==> src/hdl/ncas_ram.sv <==
`default_nettype none
module ncas_ram #(
  parameter int WIDTH = 8,
  parameter int DEPTH = 16
) (
  input  logic                     clk_i,
  input  logic                     we_i,
  input  logic [$clog2(DEPTH)-1:0] waddr_i,
  input  logic [WIDTH-1:0]         wdata_i,
  input  logic [$clog2(DEPTH)-1:0] raddr_i,
  output logic [WIDTH-1:0]         rdata_o
);

  logic [WIDTH-1:0] mem_q [DEPTH];

  always_ff @(posedge clk_i) begin
    if (we_i) begin
      mem_q[waddr_i] <= wdata_i;
    end
    rdata_o <= mem_q[raddr_i];
  end

endmodule
`default_nettype wire

==> config.mk <==
export PLATFORM = sky130hd
export DESIGN_NAME = ncas_ram
export DESIGN_NICKNAME = d
export VERILOG_FILES = /design/src/hdl/ncas_ram.sv
export SDC_FILE = /design/constraint.sdc
export NUM_CORES = 1
export LEC_CHECK = 0
export BUFFER_PORTS_ARGS = -buffer_cell sky130_fd_sc_hd__buf_2
export CAP_MARGIN = 20
export CORE_UTILIZATION = 54
export DETAILED_ROUTE_END_ITERATION = 8
export GPL_ROUTABILITY_DRIVEN = 0
export GPL_TIMING_DRIVEN = 0
export PLACE_DENSITY = 0.8
export SLEW_MARGIN = 20
export SYNTH_ARGS = -nofsm -noshare
export SYNTH_HDL_FRONTEND = slang
export SYNTH_SLANG_ARGS = --single-unit
==> constraint.sdc <==
create_clock -name clk_i -period 1.7 [get_ports clk_i]
set_input_delay 0.17 -clock clk_i [delete_from_list [all_inputs] [get_ports clk_i]]
set_output_delay 0.17 -clock clk_i [all_outputs]
set_load 0.02 [all_outputs]
==> results_tabular.tex <==
\begin{tabular}{lr}
\hline
Metric & Value \\
\hline
\multicolumn{2}{l}{\textbf{Power and ir drop}} \\
\quad Leak & between 0.002 and 0.0025 µW \\
\quad Areal power density over the cells & 1330 mW/mm² \\
\quad Worst vdd ir & 662 µV \\
\multicolumn{2}{l}{\textbf{Clock tree}} \\
\quad Clock buffer count from CTS & 17 \\
\quad Clock-pin slew on the worst setup and hold paths & about 60 ps \\
\quad Post-CTS setup buffers & 0 \\
\quad CTS Root Buffer Type & clkbuf\_8 \\
\quad Clock latency on the worst-skew pair & $\sim$510 ps \\
\quad Number of buffers added to fix hold violations after cts & 0 \\
\quad TritonCTS clock tree & built \\
\quad Sinks on Clock Net & roughly 140 \\
\quad Clock buffer depth & 2 \\
\quad Number of H-tree levels & 4 \\
\quad CTS-repair resized insts & 0 \\
\multicolumn{2}{l}{\textbf{Detailed routing}} \\
\quad Detail-routed net length per standard cell & around 24 µm \\
\quad Detailed-route vias per instance & approximately 5.9 \\
\quad Pre-antenna DRT Iters & 5 \\
\quad Starting DRC count in detailed routing & 276 \\
\quad Residual DRC & 0 \\
\quad DR vias & 2452 \\
\quad Antenna Violating Nets Remaining & 0 \\
\quad Drt total wl & 9860 µm \\
\multicolumn{2}{l}{\textbf{Timing}} \\
\quad Achievable frequency & 695 MHz \\
\quad Post-route minimum period & $\sim$1400 ps \\
\quad Fin Clk Skew & 5.06 ps \\
\quad Final clock period utilization by the worst path & between 80\% and 90\% \\
\quad Slack of the critical path & between 200 and 300 ps \\
\quad Least-Margin Pin Slew & a little over 800 ps \\
\quad Setup repair after global routing missed its margin & no \\
\quad Setup-violating endpoint count in the final report & 0 \\
\quad Relative slew slack & approximately 46\% \\
\quad Final slew viol count & 0 \\
\quad Number of hold-slack violations in the final timing report & 0 \\
\multicolumn{2}{l}{\textbf{Cells and area}} \\
\quad Final-stage net count & 291 \\
\quad Most common cell after layout, fill and taps aside & edfxtp\_1 \\
\quad Area occupied by multi-input gates & roughly 0.0011 mm² \\
\quad Fraction of layout cells with a size suffix above 1 & just under 30\% \\
\quad Highest-count cells in the layout ignoring fill and taps & edfxtp\_1 (128), buf\_2 (28), mux4\_2 (18) \\
\quad Filler cell count in the final layout & between 500 and 600 \\
\quad Area growth from synthesis to final layout & 18.2\% \\
\quad Area of all sequential standard cells & roughly 0.0040 mm² \\
\quad Number of standard cells in the final layout excluding fillers & $\sim$420 \\
\quad Antenna fix cells & 0 \\
\multicolumn{2}{l}{\textbf{Die}} \\
\quad Die Span X & about 100 µm \\
\quad Number of standard-cell rows in the floorplan & 35 \\
\quad Core Footprint & $\sim$0.009 mm² \\
\quad Effective utilization at floorplan & a little under three fifths \\
\quad I/O Pins & 26 \\
\quad Area of the die & approximately 0.0099 mm² \\
\quad Vertical die dimension & between 90 and 100 µm \\
\multicolumn{2}{l}{\textbf{Synth}} \\
\quad Synth top area cells & edfxtp\_1 (75\%), mux4\_2 (7.9\%), mux4\_1 (7.1\%) \\
\quad Yosys top cell area share & between 70\% and 80\% \\
\quad Library cells used by synthesis & 19 \\
\quad Register area share after synthesis & slightly below 80\% \\
\quad Biggest area consumer among synthesized cells & edfxtp\_1 \\
\quad Mapped Area & 0.00515 mm² \\
\quad Post-synth net total & 247 \\
\quad Gate count after technology mapping & between 200 and 250 \\
\quad Avg Cell Area, Syn & $\sim$22 µm² \\
\quad YS warnings & 0 \\
\quad Flop and latch count out of synthesis & roughly 140 \\
\multicolumn{2}{l}{\textbf{Placed design}} \\
\quad Worst slack at placement & -144 ps \\
\quad Port Buffer Count & 24 \\
\quad HPWL Detailed & 6010 µm \\
\quad Cell total after placement & 383 \\
\multicolumn{2}{l}{\textbf{Global route}} \\
\quad Number of antenna violations at the first check in global routing & 0 \\
\quad Maximum number of pins on one net before global-route repair & 17 \\
\quad Global router's overall resource usage & a little over a fifth \\
\quad Wire length of the first global-routing pass & 14700 µm \\
\quad Remaining Overflow, GRT & 0 \\
\quad Vias in the first global route & about 2500 \\
\multicolumn{2}{l}{\textbf{Critical path}} \\
\quad Req. time, crit path & between 2000 and 2500 ps \\
\quad CP Class & register to register \\
\quad RR Startpoint & mem\_q[5][1] \\
\quad Length in cells of the worst reg-to-reg path & 3 \\
\quad Maximum fanout along the worst path & 1 \\
\quad Worst reg2reg setup slack & approximately 260 ps \\
\quad Data arrival time of the critical path & around 1800 ps \\
\quad Type of destination of the critical path & register \\
\quad Type of element launching the critical path & register \\
\quad Capturing point of the worst reg2reg path & rdata\_o[1] \\
\multicolumn{2}{l}{\textbf{Hold path}} \\
\quad Hold Path Cell Cnt & 1 \\
\quad Type of the tightest min-delay check & input port to register \\
\quad Terminating pin of the worst hold path & mem\_q[9][6] \\
\quad Beginning of the worst hold path & wdata\_i[6] \\
\multicolumn{2}{l}{\textbf{Outcome}} \\
\quad Status & finished, final reports clean \\
\multicolumn{2}{l}{\textbf{Run}} \\
\quad Count of max-cap constraint violations & 0 \\
\hline
\end{tabular}
## flip-flops by register name, indices dropped and copies added, names as in the netlist
register	cells
mem_q	128
rdata_o	8
## final cells by class
class                           count  area share, %
Multi-Input combinational cell     83           17.6
Clock inverter                     10           3.29
Sequential cell                   136           65.8
Timing Repair Buffer               25           2.06
Tap cell                          129           2.65
Buffer                             10           1.42
Clock buffer                       22           7.12
## cell families (layout without fill, tap and decap cells)
| logic type | Yosys count | in the layout | share of synthesized area (%) |
|---|---|---|---|
| buffers and inverters | 10 | 67 | 1.68 |
| AND/OR/NAND/NOR | 35 | 35 | 3.18 |
| multiplexers | 32 | 32 | 15.0 |
| flip-flops | 136 | 136 | 77.8 |
| AO/OA/AOI/OAI | 16 | 16 | 2.33 |
## per-stage QoR
step / total power (µW) / hold slack [ps] / instance area [µm²] / util (%) / setup TNS (ps)
2_1_floorplan: 4050 / 269 / 5150 / - / 0
3_3_place_gp: 4190 / 560 / 5430 / 58.8 / -9700
3_5_place_dp: 4220 / 574 / 5450 / 59.0 / -4160
4_1_cts: 8120 / 31.2 / 6080 / 65.8 / 0
5_1_grt: 8280 / 44.5 / 6080 / 65.8 / 0
6_report: 8090 / 61.8 / 6080 / 65.8 / 0
## power by group
group	total [µW]	internal, µW	switching, µW
combinational	383	150	234
clock	3940	2670	1270
sequential	3770	3750	18.0
## how the worst max path moves through the flow
stage / end / slack, ps / from / cells past startpoint
after CTS: rdata_o[1] / 260 / mem_q[5][1] / 3
after global placement: mem_q[0][4] / -490 / waddr_i[2] / 3
final: rdata_o[1] / 260 / mem_q[5][1] / 3
after global routing: rdata_o[1] / 230 / mem_q[5][1] / 3
after detailed placement: mem_q[2][2] / -140 / waddr_i[2] / 3
after floorplan: mem_q[0][0] / 40 / waddr_i[2] / 2
## routing by layer
metal	wire length, µm	vias up	GRT usage [%]
met1	4300	1266	32.3
met4	80	0	8.03
li1	-	1058	-
met2	4790	120	33.0
met3	692	8	4.71
met5	0	-	0
## worst max-delay path: stages, from the launching register on
cell and delay (ps):
edfxtp_1 410, mux4_1 590, a22oi_1 250, nand2_1 80
## cells in the mapped netlist
cell type          n
a22oi_1           16
buf_4              1
clkdlybuf4s25_2    3
and2b_1            1
nand2_1            9
nor2b_1            1
mux4_2            18
and2_1             1
buf_6              3
nand3b_1           2
or3b_2             1
nand3_1            1
nor2_1            13
dfxtp_1            8
edfxtp_1         128
nand2b_1           2
buf_2              3
mux4_1            14
nor3_1             4
No activity file was read; power rests on OpenSTA's default activity.
