`src/hdl/ncas_pkg.sv`:
```
`default_nettype none
package ncas_pkg;

  localparam int MAX_POINTS = 64;
  localparam int MAX_DIMS   = 8;
  localparam int COORD_BITS = 16;

  // Fixed field widths at the ports
  localparam int COORD_W   = 16;
  localparam int CLUSTER_W = 6;
  localparam int CFG_W     = 4;
  localparam int DIMS_RESET = 2;

  localparam int PT_IW  = $clog2(MAX_POINTS);
  localparam int PT_CW  = $clog2(MAX_POINTS + 1);
  localparam int DIM_IW = (MAX_DIMS > 1) ? $clog2(MAX_DIMS) : 1;
  localparam int DIM_CW = $clog2(MAX_DIMS + 1);

  localparam int DIFF_W = COORD_BITS + 1;
  localparam int SQ_W   = 2 * DIFF_W;
  localparam int ACC_W  = SQ_W + DIM_IW;

  localparam int PSTORE_DEPTH = MAX_POINTS << DIM_IW;
  localparam int PADDR_W      = PT_IW + DIM_IW;

  typedef struct packed {
    logic clr;
    logic sub;
    logic mul;
    logic acc;
    logic cmp;
    logic first;
  } dist_ctl_t;

  typedef struct packed {
    logic take;
  } dist_sts_t;

endpackage
`default_nettype wire

```
`src/hdl/ncas_dist_unit.sv`:
```
`default_nettype none
module ncas_dist_unit (
  input  logic                                clk_i,
  input  ncas_pkg::dist_ctl_t                 ctl_i,
  input  logic [ncas_pkg::COORD_BITS-1:0]     a_i,
  input  logic [ncas_pkg::COORD_BITS-1:0]     b_i,
  output ncas_pkg::dist_sts_t                 sts_o
);
  import ncas_pkg::*;

  logic signed [DIFF_W-1:0] diff_q;
  logic        [DIFF_W-1:0] mag;
  logic        [SQ_W-1:0]   prod_q;
  logic        [ACC_W-1:0]  acc_q;
  logic        [ACC_W-1:0]  best_q;

  // Magnitude of the difference fits DIFF_W bits even for the most negative value
  assign mag = diff_q[DIFF_W-1] ? DIFF_W'(-diff_q) : DIFF_W'(diff_q);

  assign sts_o.take = ctl_i.first || (acc_q < best_q);

  always_ff @(posedge clk_i) begin
    if (ctl_i.sub) begin
      diff_q <= DIFF_W'($signed(a_i)) - DIFF_W'($signed(b_i));
    end
    if (ctl_i.mul) begin
      prod_q <= SQ_W'(mag) * SQ_W'(mag);
    end
    if (ctl_i.clr) begin
      acc_q <= '0;
    end else if (ctl_i.acc) begin
      acc_q <= acc_q + ACC_W'(prod_q);
    end
    if (ctl_i.cmp && sts_o.take) begin
      best_q <= acc_q;
    end
  end

endmodule
`default_nettype wire

```
`config.mk`:
```
export PLATFORM = sky130hd
export DESIGN_NAME = ncas_dist_unit
export DESIGN_NICKNAME = d
export VERILOG_FILES = /design/src/hdl/ncas_pkg.sv /design/src/hdl/ncas_dist_unit.sv
export SDC_FILE = /design/constraint.sdc
export NUM_CORES = 1
export LEC_CHECK = 0
export BUFFER_PORTS_ARGS = -buffer_cell sky130_fd_sc_hd__buf_2
export CAP_MARGIN = 0
export CORE_UTILIZATION = 23
export DETAILED_ROUTE_END_ITERATION = 7
export GPL_TIMING_DRIVEN = 0
export PLACE_DENSITY_LB_ADDON = 0.12
export SYNTH_ARGS = -nofsm -noshare
export SYNTH_HDL_FRONTEND = slang
export SYNTH_SLANG_ARGS = --single-unit
```
`constraint.sdc`:
```
create_clock -name clk_i -period 10.96 [get_ports clk_i]
set_clock_uncertainty 0.2 [all_clocks]
set_input_delay 1.096 -clock clk_i [delete_from_list [all_inputs] [get_ports clk_i]]
set_output_delay 1.096 -clock clk_i [all_outputs]
set_load 0.02 [all_outputs]
```
==> metrics.txt, run 1 <==
min Tclk post-route 10.21 ns; count of pins over their slew limit 0; Syn. warnings 0; Setup Fix Bufs, Post-CTS 0; number of flops mapped to enable cells by yosys 87; syn_area_per_cell 9.195 µm²; number of max-cap violations 0; Startpoint Class flip-flop; Worst EP arrival 10.21 ns; die area 70300 µm²; vias post-DR 11450; die width 265.1 µm; Inserted Clock Buffers 17; Worst Hold Class flip-flop to flip-flop; most numerous cell on the critical path fa_1; final setup violation count 0; clk buf depth 2; # IOs 40; DP HPWL 34630 µm; Post-DRT Antenna Nets 0; non-filler cells, final 2745; Worst path max stage delay 0.67 ns; initial antenna violation count 1; Synth cell types 68; Core Box Area 68590 µm²; Setup TNS 0 ns; drt pass-1 iters 4; n_diodes 0; FP Rows 96; CTS tree built; vias in the first global route 12420; largest net degree at the start of global routing 34; Yosys reg bits 124; Max FO, Critical Path 10; first-pass GRT wire length 67050 µm; area growth from synthesis to layout 13.06%; Initial Util 0.2322; DR DRC count 0; sequential area share after synthesis 0.2106; Setup CP Type flip-flop to flip-flop; fill cell count 7422; Die Y 265.1 µm; total track usage 0.1231; slowest stage cell on the critical path clkinv_1; Vias per Instance 4.173; top cells by area, synth fa_1, edfxtp_1, ha_1; CP required 10.96 ns; fraction of layout cells with a size suffix above 1 0.04906; Detailed Route Iter0 Violations 537; Nets 2225; Slew @ Worst Pin 1.255 ns; clock slew at reported path FFs 0.06 ns; clk sinks 124; Yosys top cell by area fa_1; CP Capture Type flip-flop; Yosys top cell area share 0.2426; clk_lat worst skew 0.46 ns; Fmax 97.96 MHz; # hold bufs at CTS 0; final WL 41060 µm; status finished clean; Post-Syn Instances 1732; Tcrit/Tclk final 0.9314; predominant post-synthesis flop cell edfxtp_1; CTS H-tree lvls 4; drt wl/cell 14.96 µm; Final GP Congestion 0.7945; Final Hold Fails 0; most frequent cells after synthesis inv_1, fa_1, ha_1, nand2_1, nor2_1; count leader, synth inv_1; max_slew headroom 0.1570; cell total after placement 2713; RSZ-0062 raised after global routing no; Buffers on Ports 39; asr flop ratio synth 0; CTS Root Buffer Type clkbuf_16; Cell Area, Synth 15930 µm²; post-cts repair resize count 0; gr ovfl total 0
## flip-flops by register name, summed over array words and instances (netlist names)
name and flops:
acc_q 37, best_q 37, diff_q 17, prod_q 33
## final cells by class
cell class / instances / area (µm²) / share of cell area
plain buffers: 39 / 156.4 / 0.008687
clock buffers: 17 / 425.4 / 0.02363
repair buffers: 40 / 222.7 / 0.01237
flip-flops and latches: 124 / 3353 / 0.1862
multi-input cells: 1210 / 11090 / 0.6158
inverters: 369 / 1385 / 0.07693
clock inverters: 15 / 210.2 / 0.01167
well taps: 931 / 1165 / 0.06470
## cell families (layout without fill, tap and decap cells)
family          count (synthesis)  in the layout  share of synthesized area
xor+xnor                       88             88                    0.04840
flops                         124            124                     0.2106
other cells                     2             12                  0.0004716
buf+inv                       408            480                    0.09679
compound gates                313            313                     0.1247
mux                            17             17                    0.01076
simple gates                  395            395                     0.1149
fa+ha+maj                     385            385                     0.3935
## stage by stage
step | util | setup WS (ns) | cell area [µm²] | hold slack, ns
after floorplan | - | 3.163 | 15960 | 0.2244
final | 0.2625 | 0.7514 | 18000 | 0.3061
after global placement | 0.2526 | 0.06612 | 17320 | 0.2945
after CTS | 0.2624 | 0.04368 | 18000 | 0.3113
after global routing | 0.2625 | 0.2304 | 18000 | 0.3329
after detailed placement | 0.2531 | 0.06492 | 17360 | 0.2955
## layer usage
layer,share of wire,GRT usage
met1,0.51,0.1681
met2,0.45,0.1993
met3,0.023,0.01435
met4,0.021,0.04499
met5,0,0
## final timing paths
path | from | to | slack [ns] | depth (start not counted)
max reg2reg | diff_q[0]$_DFFE_PP_ | prod_q[32]$_DFFE_PP_ | 0.75 | 28
min | acc_q[0]$_SDFFE_PP0P_ | best_q[0]$_DFFE_PP_ | 0.31 | 0
max | diff_q[0]$_DFFE_PP_ | prod_q[32]$_DFFE_PP_ | 0.75 | 28
min reg2reg | acc_q[0]$_SDFFE_PP0P_ | best_q[0]$_DFFE_PP_ | 0.31 | 0
## worst max-delay path, delay by kind of cell (launching register included)
family / cells / cell delay [ns]
buffers and inverters: 8 / 2.38
XOR/XNOR: 2 / 0.79
AND/OR/NAND/NOR: 6 / 1.28
flip-flops: 1 / 0.46
adder cells (fa/ha/maj): 8 / 3.80
AO/OA/AOI/OAI: 4 / 1.02
## layout by cell type, fill, tap and decap left out, types with 41 or more instances in the layout
| cell | count |
|---|---|
| inv_1 | 363 |
| fa_1 | 193 |
| ha_1 | 192 |
| nand2_1 | 140 |
| nor2_1 | 117 |
| a21oi_1 | 89 |
| edfxtp_1 | 87 |
| o21ai_0 | 71 |
| xnor2_1 | 59 |
| a21o_1 | 43 |
| buf_2 | 41 |
Power of run 1 is not shown: default switching activity piles up to over one toggle a cycle in this logic, so the estimate is an artifact.
==> inputs of run 2 (changes only) <==
--- a/config.mk
+++ b/config.mk
@@ -9,3 +9,3 @@
 export CAP_MARGIN = 0
-export CORE_UTILIZATION = 23
+export CORE_UTILIZATION = 50
 export DETAILED_ROUTE_END_ITERATION = 7
==> constraint.sdc (replaced) <==
create_clock -name clk_i -period 10.96 [get_ports clk_i]
set_clock_uncertainty 0.2 [all_clocks]
set_input_delay 0.548 -clock clk_i [delete_from_list [all_inputs] [get_ports clk_i]]
set_output_delay 0.548 -clock clk_i [all_outputs]
set_load 0.02 [all_outputs]
==> run 2 against run 1 <==
Design area shrank 4.0%. Non-clock buffer count is the same. Routed wire length down 17%. Via count rose by 1.4%. Flip-flop and latch count is the same. First-iteration DRC count grew 30%. Final cell count decreased by 19%. Critical path depth did not move. Sequential share of layout area rose by 0.77 points. Utilization increased by 30 points.
==> metrics.txt, run 2 (synthesized netlist as in run 1, its figures left out) <==
Final GP Congestion 0.8911 (was 0.7945); Detailed Route Iter0 Violations 696 (was 537); Worst path max stage delay 0.93 ns (was 0.67 ns); fraction of layout cells with a size suffix above 1 0.04851 (was 0.04906); vias in the first global route 12180 (was 12420); slowest stage cell on the critical path xnor2_1 (was clkinv_1); Setup Fix Bufs, Post-CTS 0 (unchanged); Largest regs acc_q (37), best_q (37), prod_q (33) (unchanged); RSZ-0062 raised after global routing no (unchanged); CTS Root Buffer Type clkbuf_16 (unchanged); clk_lat worst skew 0.44 ns (was 0.46 ns); CTS H-tree lvls 4 (unchanged); placed inst area 16690 µm² (was 17360 µm²); initial antenna violation count 0 (was 1); die area 32570 µm² (was 70300 µm²); Vias per Instance 5.256 (was 4.173); vias post-DR 11620 (was 11450); Worst EP arrival 9.88 ns (was 10.21 ns); Max FO, Critical Path 10 (unchanged); Final Hold Fails 0 (unchanged); final WL 34130 µm (was 41060 µm); Worst Hold Class input pin to flip-flop (was flip-flop to flip-flop); count of pins over their slew limit 0 (unchanged); Core Box Area 30990 µm² (was 68590 µm²); DP HPWL 28600 µm (was 34630 µm); CP Capture Type flip-flop (unchanged); post-route cell area 17290 µm² (was 18000 µm²); max_slew headroom 0.1412 (was 0.1570); largest net degree at the start of global routing 34 (unchanged); FP Rows 64 (was 96); most numerous cell on the critical path fa_1 (unchanged); Post-DRT Antenna Nets 0 (unchanged); Slew @ Worst Pin 1.279 ns (was 1.255 ns); Setup TNS 0 ns (unchanged); clk sinks 124 (unchanged); # IOs 40 (unchanged); Fmax 100.8 MHz (was 97.96 MHz); Startpoint Class flip-flop (unchanged); DR DRC count 0 (unchanged); post-cts repair resize count 0 (unchanged); Buffers on Ports 39 (unchanged); most common cell after layout, fill and taps aside inv_1 (unchanged); Inserted Clock Buffers 17 (unchanged); CTS tree built (unchanged); total track usage 0.2241 (was 0.1231); min Tclk post-route 9.917 ns (was 10.21 ns); clk buf depth 2 (unchanged); n_diodes 0 (unchanged); number of max-cap violations 0 (unchanged); Nets 2225 (unchanged); die width 180.5 µm (was 265.1 µm); Initial Util 0.5139 (was 0.2322); Die Y 180.5 µm (was 265.1 µm); CP required 10.92 ns (was 10.96 ns); first-pass GRT wire length 58640 µm (was 67050 µm); status finished clean (unchanged); # hold bufs at CTS 0 (unchanged); final setup violation count 0 (unchanged); clock slew at reported path FFs 0.06 ns (about the same); Setup CP Type flip-flop to flip-flop (unchanged); drt wl/cell 15.45 µm (was 14.96 µm); most frequent cells in the layout inv_1, fa_1, ha_1 (unchanged); drt pass-1 iters 6 (was 4); area growth from synthesis to layout 8.571% (was 13.06%); gr ovfl total 0 (unchanged); Tcrit/Tclk final 0.9048 (was 0.9314); fill cell count 2754 (was 7422)
==> run 2: changes by cell type in the layout (fill, tap and decap cells not counted), sizes merged <==
cell	before	now
clkinv	9	8
clkbuf	52	53
bufinv	4	2
clkinvlp	2	4
==> run 2: worst max-delay path: cells and delay by family (launching register included) <==
family | cells | cell delay [ns]
DFF | 1 | 0.41
buffers and inverters | 8 | 2.10
and+or+nand+nor | 6 | 1.24
xor gates and xnor gates | 2 | 1.10
AOI/OAI and AO/OA | 4 | 0.89
adders and majority gates | 8 | 3.71
==> run 2: cell type report <==
type	count	area, µm²	area share
multi-input combinational	1210	11080	0.6408
sequential	124	3353	0.1939
inverter	369	1385	0.08011
tap	396	495.5	0.02866
clock buffer	18	439.2	0.02540
timing repair buffer	40	222.7	0.01288
clock inverter	14	158.9	0.009190
buffer	39	156.4	0.009046
==> run 2: path summary, 6_finish.rpt <==
check / from / to / slack (ns) / depth (start not counted)
hold / removal: b_i[0] / diff_q[0]$_DFFE_PP_ / 0.29 / 3
hold reg to reg: acc_q[0]$_SDFFE_PP0P_ / best_q[0]$_DFFE_PP_ / 0.31 / 0
setup / recovery: diff_q[0]$_DFFE_PP_ / prod_q[32]$_DFFE_PP_ / 1.04 / 28
setup reg to reg: diff_q[0]$_DFFE_PP_ / prod_q[32]$_DFFE_PP_ / 1.04 / 28
==> run 2: through the flow <==
step	hold slack, ns	instances	util	setup WS (ns)
2_1_floorplan	0.2244	1742	-	3.163
3_3_place_gp	0.2903	2177	0.5374	1.081
3_5_place_dp	0.2964	2178	0.5386	1.067
4_1_cts	0.2771	2210	0.5579	1.052
5_1_grt	0.2982	2210	0.5579	0.5177
6_report	0.2918	2210	0.5579	1.043
==> run 2: routing by layer <==
| layer | GRT usage | share of wire | up-vias |
|---|---|---|---|
| met5 | 0 | 0 | - |
| met3 | 0.02425 | 0.031 | 62 |
| li1 | - | - | 5826 |
| met4 | 0.07556 | 0.028 | 0 |
| met1 | 0.2919 | 0.47 | 5488 |
| met2 | 0.3882 | 0.47 | 240 |
Power of run 2 is left out for the same reason.
